[src/sv/fqvd_pkg.sv]
// ----------------------------------------------------------------------------
// fqvd_pkg
// shared types and codes of the value-delete queue: operations, status codes,
// command and response records, back-end states
// ----------------------------------------------------------------------------
package fqvd_pkg;

   localparam int DATA_W = 32;
   localparam int OCC_W  = 5;

   // request mode codes as they arrive on the bus
   localparam logic [1:0] MODE_ENQ = 2'd0;
   localparam logic [1:0] MODE_DEQ = 2'd1;
   localparam logic [1:0] MODE_DEL = 2'd2;

   typedef enum logic [1:0] {
      OP_ENQ,
      OP_DEQ,
      OP_DEL,
      OP_NOP
   } op_type;

   typedef enum logic [1:0] {
      ST_OK       = 2'd0,
      ST_EMPTY    = 2'd1,
      ST_NOTFOUND = 2'd2,
      ST_FULL     = 2'd3
   } status_type;

   typedef enum logic [2:0] {
      BK_IDLE,
      BK_DEQ_WAIT,
      BK_SCAN,
      BK_SHIFT,
      BK_RESP
   } back_state_type;

   typedef struct packed {
      op_type                   op;
      logic signed [DATA_W-1:0] value;
   } cmd_type;

   typedef struct packed {
      logic [OCC_W-1:0]         occupancy;
      status_type               status;
      logic signed [DATA_W-1:0] data_out;
   } rsp_type;

endpackage

[src/sv/fqvd_ram.sv]
// ----------------------------------------------------------------------------
// fqvd_ram
// generic simple dual-port ram, one write and one registered read port
// ----------------------------------------------------------------------------
module fqvd_ram #(
   parameter int WIDTH = 32,
   parameter int DEPTH = 16
) (
   input  logic                     clock,
   input  logic                     wr_en,
   input  logic [$clog2(DEPTH)-1:0] wr_addr,
   input  logic [WIDTH-1:0]         wr_data,
   input  logic                     rd_en,
   input  logic [$clog2(DEPTH)-1:0] rd_addr,
   output logic [WIDTH-1:0]         rd_data
);

   logic [WIDTH-1:0] mem_ff [DEPTH];
   logic [WIDTH-1:0] rd_data_ff;

   always_ff @(posedge clock) begin
      if (wr_en) begin
         mem_ff[wr_addr] <= wr_data;
      end
      if (rd_en) begin
         rd_data_ff <= mem_ff[rd_addr];
      end
   end

   assign rd_data = rd_data_ff;

endmodule

[src/sv/fqvd_front.sv]
// ----------------------------------------------------------------------------
// fqvd_front
// request intake: decodes the mode into an operation and holds up to two
// commands for the back end
// ----------------------------------------------------------------------------
module fqvd_front
   import fqvd_pkg::*;
(
   input  logic                     clock,
   input  logic                     reset,
   input  logic                     req_tvalid,
   output logic                     req_tready,
   input  logic [1:0]               req_mode,
   input  logic signed [DATA_W-1:0] req_value,
   output logic                     cmd_valid,
   output cmd_type                  cmd,
   input  logic                     cmd_pop
);

   localparam int QDEPTH = 2;

   cmd_type    slot_ff [QDEPTH];
   cmd_type    cmd_in;
   logic       wr_ptr_ff, wr_ptr_in;
   logic       rd_ptr_ff, rd_ptr_in;
   logic [1:0] fill_ff, fill_in;
   logic       push;
   logic       pop;

   // classify
   always_comb begin
      cmd_in.value = req_value;
      unique case (req_mode)
         MODE_ENQ: cmd_in.op = OP_ENQ;
         MODE_DEQ: cmd_in.op = OP_DEQ;
         MODE_DEL: cmd_in.op = OP_DEL;
         default:  cmd_in.op = OP_NOP;
      endcase
   end

   assign req_tready = (fill_ff != 2'(QDEPTH));
   assign push       = req_tvalid && req_tready;
   assign cmd_valid  = (fill_ff != 2'd0);
   assign pop        = cmd_pop && cmd_valid;
   assign cmd        = slot_ff[rd_ptr_ff];

   always_comb begin
      wr_ptr_in = push ? ~wr_ptr_ff : wr_ptr_ff;
      rd_ptr_in = pop ? ~rd_ptr_ff : rd_ptr_ff;
      fill_in   = fill_ff;
      if (push && !pop) begin
         fill_in = fill_ff + 2'd1;
      end else if (pop && !push) begin
         fill_in = fill_ff - 2'd1;
      end
   end

   always_ff @(posedge clock) begin
      if (push) begin
         slot_ff[wr_ptr_ff] <= cmd_in;
      end
   end

   always_ff @(posedge clock) begin
      if (reset) begin
         wr_ptr_ff <= 1'b0;
         rd_ptr_ff <= 1'b0;
         fill_ff   <= 2'd0;
      end else begin
         wr_ptr_ff <= wr_ptr_in;
         rd_ptr_ff <= rd_ptr_in;
         fill_ff   <= fill_in;
      end
   end

endmodule

[src/sv/fqvd_back.sv]
// ----------------------------------------------------------------------------
// fqvd_back
// command execution over a circular buffer in ram: enqueue, dequeue,
// newest-first search and gap closing, plus the response register
// ----------------------------------------------------------------------------
module fqvd_back
   import fqvd_pkg::*;
#(
   parameter int DEPTH = 16
) (
   input  logic    clock,
   input  logic    reset,
   input  logic    cmd_valid,
   input  cmd_type cmd,
   output logic    cmd_pop,
   output logic    rsp_tvalid,
   input  logic    rsp_tready,
   output rsp_type rsp
);

   localparam int AW = $clog2(DEPTH);
   localparam int CW = $clog2(DEPTH + 1);
   localparam logic [AW:0]   DEPTH_W = (AW + 1)'(DEPTH);
   localparam logic [CW-1:0] FULL_C  = CW'(DEPTH);

   back_state_type           state_ff, state_in;
   logic [AW-1:0]            head_ff, head_in;
   logic [CW-1:0]            count_ff, count_in;
   logic [AW-1:0]            idx_ff, idx_in;
   logic signed [DATA_W-1:0] value_ff, value_in;
   logic [DATA_W-1:0]        res_data_ff, res_data_in;
   status_type               res_status_ff, res_status_in;
   logic                     out_valid_ff, out_valid_in;
   rsp_type                  out_ff, out_in;

   logic                     wr_en;
   logic [AW-1:0]            wr_addr;
   logic [DATA_W-1:0]        wr_data;
   logic                     rd_en;
   logic [AW-1:0]            rd_addr;
   logic [DATA_W-1:0]        rd_data;

   logic [AW:0]              cnt_m1;
   logic [AW:0]              idx_p1;
   logic                     hit;
   logic                     last_hit;
   logic                     shift_done;
   logic                     out_free;

   // logical position to ram address, head is the oldest entry
   function automatic logic [AW-1:0] phys(input logic [AW:0] pos);
      logic [AW:0] sum;
      sum = {1'b0, head_ff} + pos;
      if (sum >= DEPTH_W) begin
         sum = sum - DEPTH_W;
      end
      return sum[AW-1:0];
   endfunction

   fqvd_ram #(
      .WIDTH (DATA_W),
      .DEPTH (DEPTH)
   ) u_ram (
      .clock   (clock),
      .wr_en   (wr_en),
      .wr_addr (wr_addr),
      .wr_data (wr_data),
      .rd_en   (rd_en),
      .rd_addr (rd_addr),
      .rd_data (rd_data)
   );

   assign cnt_m1     = (AW + 1)'(count_ff) - 1'b1;
   assign idx_p1     = {1'b0, idx_ff} + 1'b1;
   assign hit        = (rd_data == $unsigned(value_ff));
   assign last_hit   = ({1'b0, idx_ff} == cnt_m1);
   assign shift_done = (idx_p1 == cnt_m1);
   assign out_free   = !out_valid_ff || rsp_tready;

   // next state
   always_comb begin
      state_in = state_ff;
      unique case (state_ff)
         BK_IDLE: begin
            if (cmd_valid) begin
               unique case (cmd.op)
                  OP_DEQ:  state_in = (count_ff == '0) ? BK_RESP : BK_DEQ_WAIT;
                  OP_DEL:  state_in = (count_ff == '0) ? BK_RESP : BK_SCAN;
                  default: state_in = BK_RESP;
               endcase
            end
         end
         BK_DEQ_WAIT: state_in = BK_RESP;
         BK_SCAN: begin
            if (hit) begin
               state_in = last_hit ? BK_RESP : BK_SHIFT;
            end else if (idx_ff == '0) begin
               state_in = BK_RESP;
            end
         end
         BK_SHIFT: begin
            if (shift_done) begin
               state_in = BK_RESP;
            end
         end
         BK_RESP: begin
            if (out_free) begin
               state_in = BK_IDLE;
            end
         end
         default: state_in = BK_IDLE;
      endcase
   end

   // datapath and ram control
   always_comb begin
      cmd_pop       = 1'b0;
      head_in       = head_ff;
      count_in      = count_ff;
      idx_in        = idx_ff;
      value_in      = value_ff;
      res_data_in   = res_data_ff;
      res_status_in = res_status_ff;
      out_valid_in  = out_valid_ff && !rsp_tready;
      out_in        = out_ff;
      wr_en         = 1'b0;
      wr_addr       = '0;
      wr_data       = rd_data;
      rd_en         = 1'b0;
      rd_addr       = '0;
      unique case (state_ff)
         BK_IDLE: begin
            if (cmd_valid) begin
               cmd_pop       = 1'b1;
               value_in      = cmd.value;
               res_data_in   = '0;
               res_status_in = ST_OK;
               unique case (cmd.op)
                  OP_ENQ: begin
                     if (count_ff == FULL_C) begin
                        res_status_in = ST_FULL;
                     end else begin
                        wr_en    = 1'b1;
                        wr_addr  = phys((AW + 1)'(count_ff));
                        wr_data  = $unsigned(cmd.value);
                        count_in = count_ff + 1'b1;
                     end
                  end
                  OP_DEQ: begin
                     if (count_ff == '0) begin
                        res_status_in = ST_EMPTY;
                     end else begin
                        rd_en   = 1'b1;
                        rd_addr = phys('0);
                     end
                  end
                  OP_DEL: begin
                     if (count_ff == '0) begin
                        res_status_in = ST_EMPTY;
                     end else begin
                        rd_en   = 1'b1;
                        rd_addr = phys(cnt_m1);
                        idx_in  = cnt_m1[AW-1:0];
                     end
                  end
                  default: ;
               endcase
            end
         end
         BK_DEQ_WAIT: begin
            res_data_in = rd_data;
            head_in     = (head_ff == AW'(DEPTH - 1)) ? '0 : head_ff + 1'b1;
            count_in    = count_ff - 1'b1;
         end
         BK_SCAN: begin
            if (hit) begin
               if (last_hit) begin
                  count_in = count_ff - 1'b1;
               end else begin
                  rd_en   = 1'b1;
                  rd_addr = phys(idx_p1);
               end
            end else if (idx_ff == '0) begin
               res_status_in = ST_NOTFOUND;
            end else begin
               idx_in  = idx_ff - 1'b1;
               rd_en   = 1'b1;
               rd_addr = phys({1'b0, idx_ff} - 1'b1);
            end
         end
         BK_SHIFT: begin
            // move entry idx+1 down into idx
            wr_en   = 1'b1;
            wr_addr = phys({1'b0, idx_ff});
            wr_data = rd_data;
            if (shift_done) begin
               count_in = count_ff - 1'b1;
            end else begin
               idx_in  = idx_p1[AW-1:0];
               rd_en   = 1'b1;
               rd_addr = phys(idx_p1 + 1'b1);
            end
         end
         BK_RESP: begin
            if (out_free) begin
               out_valid_in     = 1'b1;
               out_in.data_out  = $signed(res_data_ff);
               out_in.status    = res_status_ff;
               out_in.occupancy = OCC_W'(count_ff);
            end
         end
         default: ;
      endcase
   end

   always_ff @(posedge clock) begin
      value_ff      <= value_in;
      idx_ff        <= idx_in;
      res_data_ff   <= res_data_in;
      res_status_ff <= res_status_in;
      out_ff        <= out_in;
   end

   always_ff @(posedge clock) begin
      if (reset) begin
         state_ff     <= BK_IDLE;
         head_ff      <= '0;
         count_ff     <= '0;
         out_valid_ff <= 1'b0;
      end else begin
         state_ff     <= state_in;
         head_ff      <= head_in;
         count_ff     <= count_in;
         out_valid_ff <= out_valid_in;
      end
   end

   assign rsp_tvalid = out_valid_ff;
   assign rsp        = out_ff;

endmodule

[src/sv/fifo_queue_with_value_delete.sv]
// ----------------------------------------------------------------------------
// fifo_queue_with_value_delete
// bounded fifo of signed 32-bit words with enqueue, dequeue and
// delete-first-match-from-newest, one response per request
// ----------------------------------------------------------------------------
// Each request transaction carries an operation in req_tuser (0 enqueue,
// 1 dequeue, 2 delete, 3 no-op) and a word in req_tdata, and yields exactly
// one response transaction with the dequeued word, a status code (ok, empty,
// not found, full) and the occupancy after the operation. A two-entry command
// queue takes requests while the execution engine is busy, and the response
// sits in an output register so the engine can move on while it waits. Words
// live in one simple dual-port ram used as a circular buffer. The engine
// takes one request at a time: enqueue, no-op and any request refused on a
// full or empty queue go straight to the response, a dequeue waits for the
// registered ram read of the oldest word, and a delete on a non-empty queue
// examines entries from the newest (one ram read per cycle, all of them when
// nothing matches) and then moves the newer entries down to close the gap
// (one read and one write per cycle). A response held back by rsp_tready
// stalls the engine when the next response is ready. No clearing pass after
// reset: the entry count alone marks which words are live.
// ----------------------------------------------------------------------------
module fifo_queue_with_value_delete
   import fqvd_pkg::*;
#(
   parameter int DEPTH = 16
) (
   input  logic        clock,
   input  logic        reset,
   // request channel
   input  logic        req_tvalid,
   output logic        req_tready,
   input  logic [31:0] req_tdata,   // [31:0] value
   input  logic [1:0]  req_tuser,   // [1:0] mode
   // response channel
   output logic        rsp_tvalid,
   input  logic        rsp_tready,
   output logic [39:0] rsp_tdata,   // [31:0] data_out, [36:32] occupancy, rest zero
   output logic [1:0]  rsp_tuser    // [1:0] status
);

   cmd_type cmd;
   logic    cmd_valid;
   logic    cmd_pop;
   rsp_type rsp;

   // front end: classify requests and buffer them
   fqvd_front u_front (
      .clock      (clock),
      .reset      (reset),
      .req_tvalid (req_tvalid),
      .req_tready (req_tready),
      .req_mode   (req_tuser),
      .req_value  ($signed(req_tdata)),
      .cmd_valid  (cmd_valid),
      .cmd        (cmd),
      .cmd_pop    (cmd_pop)
   );

   // back end: storage, search, gap closing and response register
   fqvd_back #(
      .DEPTH (DEPTH)
   ) u_back (
      .clock      (clock),
      .reset      (reset),
      .cmd_valid  (cmd_valid),
      .cmd        (cmd),
      .cmd_pop    (cmd_pop),
      .rsp_tvalid (rsp_tvalid),
      .rsp_tready (rsp_tready),
      .rsp        (rsp)
   );

   // pack response fields onto the bus
   assign rsp_tdata = {3'b000, rsp.occupancy, $unsigned(rsp.data_out)};
   assign rsp_tuser = rsp.status;

endmodule

[config.mk]
export PLATFORM = sky130hd
export DESIGN_NAME = fifo_queue_with_value_delete
export DESIGN_NICKNAME = d
export VERILOG_FILES = /design/src/sv/fqvd_pkg.sv /design/src/sv/fqvd_ram.sv /design/src/sv/fqvd_front.sv /design/src/sv/fqvd_back.sv /design/src/sv/fifo_queue_with_value_delete.sv
export SDC_FILE = /design/constraint.sdc
export NUM_CORES = 1
export LEC_CHECK = 0
export BUFFER_PORTS_ARGS = -buffer_cell sky130_fd_sc_hd__buf_2
export CAP_MARGIN = 20
export CORE_ASPECT_RATIO = 1.1
export CORE_MARGIN = 5
export CORE_UTILIZATION = 50
export DETAILED_ROUTE_END_ITERATION = 7
export PLACE_DENSITY = 0.64
export SKIP_CTS_REPAIR_TIMING = 1
export SLEW_MARGIN = 20
export SYNTH_ARGS = -nofsm -noshare
export SYNTH_HDL_FRONTEND = slang
export SYNTH_HIERARCHICAL = 1
export SYNTH_SLANG_ARGS = --single-unit
[constraint.sdc]
create_clock -name clock -period 11.1 [get_ports clock]
set_input_delay 3.33 -clock clock [delete_from_list [all_inputs] [get_ports clock]]
set_output_delay 3.33 -clock clock [all_outputs]
set_load 0.005 [all_outputs]
==> results.cfg <==
[sta]
tightestPinTransition_ns = 1.104
finalMaxSlewViolations = 0
period_minus_slack_ns = 5.497
finalCritPeriodShare_pct = 49.52
setup_viol = 0
slew_headroom_pct = 26.39
max_freq_ghz = 0.1819
hold_viol = 0
tns_ns = 0
finClkSkew_ns = 0.02769
rsz0062_at_grt = no

[clocking]
numCtsBuffers = 74
cts_tree = yes
htreeDepth = 3
clock_latency_ns = 0.62
clockBufferDepth = 3
ctsRootBufferMaster = clkbuf_16
clkSlewWorstSetupHoldPaths_ns = 0.06
cts.sink_count = 739

[worst_setup_path]
reg2reg_depth = 13
crit_path_max_fanout = 67
start_kind = register
worstPathArrival_ns = 5.85
crit_required_ns = 11.45
critPathKind = register to register
setup.worst_path.end_class = register
rrSetupSlack_ns = 5.60

[yosys]
synth_edf_count = 721
ys_seq_area_share_pct = 75.27
synthDistinctLibCells = 68
syn_avg_cell_area_um2 = 20.01
yosysTopAreaCell = edfxtp_1
ys_seq_elements = 739
synth_area_um2 = 29240
yosysTopAreaCellShare_pct = 74.04
synthCells = 1461
yosysMostFrequentCell = edfxtp_1
synthFlopType = edfxtp_1
synth.area.top_cells = edfxtp_1, mux4_2, mux2_2
async_flop_share_pct = 0
synth_common_cells = edfxtp_1, mux4_2, a22oi_1
synth-warning-count = 6

[layout]
drive_gt1_share_pct = 28.29
layout-area-overhead-vs-synth_pct = 13.65
nNetsFinal = 1651
antennaDiodeCount = 0

[floorplan]
row_count = 93
core-area_um2 = 58300
num_io_pins = 82
die_h_um = 263.6
initial_core_util_pct = 50.16
dieArea_um2 = 63430
die_x_um = 240.6

[place]
hpwl_um = 39210
routabilityCongestion = 0.8162
port_buffers = 78

[detailed_routing]
vias = 14270
drtIter0Drc = 1541
first_pass_iters = 5
wire_per_inst_um = 27.58
drc = 0
routed_wl_um = 66000
vias_per_cell = 5.963
ant_nets = 0

[status]
outcome = completed

[global_route]
antenna_found_initial = 1
grt_max_degree = 95
track_usage_pct = 21.00
overflow = 0
grt_pass1_vias = 14610
grt_pass1_wl_um = 97810

[min_path]
holdCritPathClass = register to register
whs_path_depth = 0

[pwr]
leakagePower_nw = 10.73
peakVddDrop_mv = 0.1042
powerDensity_nw_per_um2 = 211.9
total_power_mw = 7.042

[job]
drv_cap = 0
-- metrics by stage --
step | cell area (um^2) | setup slack [ns] | hold WS, ns | std cells | util, %
after floorplan | 29250 | 2.166 | 0.4003 | 1463 | -
after global placement | 30560 | 5.576 | 0.4055 | 2251 | 52.42
after detailed placement | 30880 | 5.577 | 0.4045 | 2264 | 52.97
after CTS | 33230 | 5.568 | 0.4185 | 2393 | 57.00
after global routing | 33230 | 5.256 | 0.4291 | 2393 | 57.00
final | 33230 | 5.603 | 0.4153 | 2393 | 57.00
-- path summary, 6_finish.rpt --
kind / startpoint / end
max: u_back/count_ff[0] / u_back/u_ram/rd_data[5]
min: u_back/res_data_ff[2] / u_back/rsp[2]
max reg2reg: u_back/count_ff[0] / u_back/u_ram/rd_data[5]
min reg2reg: u_back/res_data_ff[2] / u_back/rsp[2]
-- per-layer routing --
layer | GRT usage, % | routed length (um)
met5 | 0 | 0
met4 | 6.472 | 1751
met3 | 3.646 | 4566
met2 | 33.34 | 31920
met1 | 30.22 | 27760
-- sequential cells by signal, indices dropped and copies added, names as in the netlist, 5 cells and up, named ones only --
register	flops
u_back/u_ram/mem_ff	512
u_back/res_data_ff	32
u_back/value_ff	32
u_back/rsp	39
u_front/slot_ff	68
u_back/u_ram/rd_data	32
u_back/count_ff	5
-- cells in the final DEF (no fill, tap or decap), types with 6 or more instances in the layout --
master and instances:
mux4_2 128, buf_2 78, nor2_4 13, a21o_1 6, buf_4 22, clkinv_1 12
clkbuf_16 74, inv_1 23, clkinv_2 16, buf_12 6, a22oi_1 68, and2_1 33
fa_1 6, ha_1 27, mux2i_1 6, edfxtp_1 721, buf_16 8, nand3_1 9
nor2_1 19, clkbuf_1 10, xnor2_1 17, xor2_1 43, nand2_1 51, mux2_2 66
o21ai_0 7, dfxtp_1 17, nor4_1 7, bufinv_16 8, a21oi_1 23
-- worst max-delay path, cell delays in order (launching register included) --
cell and delay [ns]:
dfxtp_1 0.46, inv_1 0.21, ha_1 0.29, nor3b_2 0.47
xnor3_1 0.41, nand3_1 0.14, o21a_1 0.41, nand2_1 0.10
o211ai_1 0.10, buf_4 0.82, buf_4 0.93, mux4_2 0.43
a22oi_1 0.31, nand2_1 0.09
-- report_power, final --
group	total, mW	leakage, nW	switching (mW)	internal [mW]
combinational	0.977	2.86	0.662	0.314
clock	2.45	1.15	1.03	1.41
sequential	3.62	6.71	0.0951	3.52
total	7.04	10.7	1.79	5.25
-- logic make-up (layout without fill, tap and decap cells) --
family                   after synthesis  in the layout  synth area share (%)
flip-flops                           739            739                 75.27
multiplexers                         200            200                 12.61
AND/OR/NAND/NOR                      192            192                 3.492
AO/OA/AOI/OAI                        135            135                 3.252
buffers and inverters                 97            267                 1.673
XOR/XNOR                              64             64                 2.127
adder cells (fa/ha/maj)               33             33                 1.566
other                                  1              3               0.01282
-- layout make-up --
type	instances	area (um^2)
Timing Repair Buffer	114	895.9
Sequential cell	739	22010
Clock inverter	45	459.2
Tap cell	760	950.9
Inverter	24	90.09
Clock buffer	84	1889
Multi-Input combinational cell	627	6934
Fill cell	4268	25070
(Power assumes the default switching activity.)
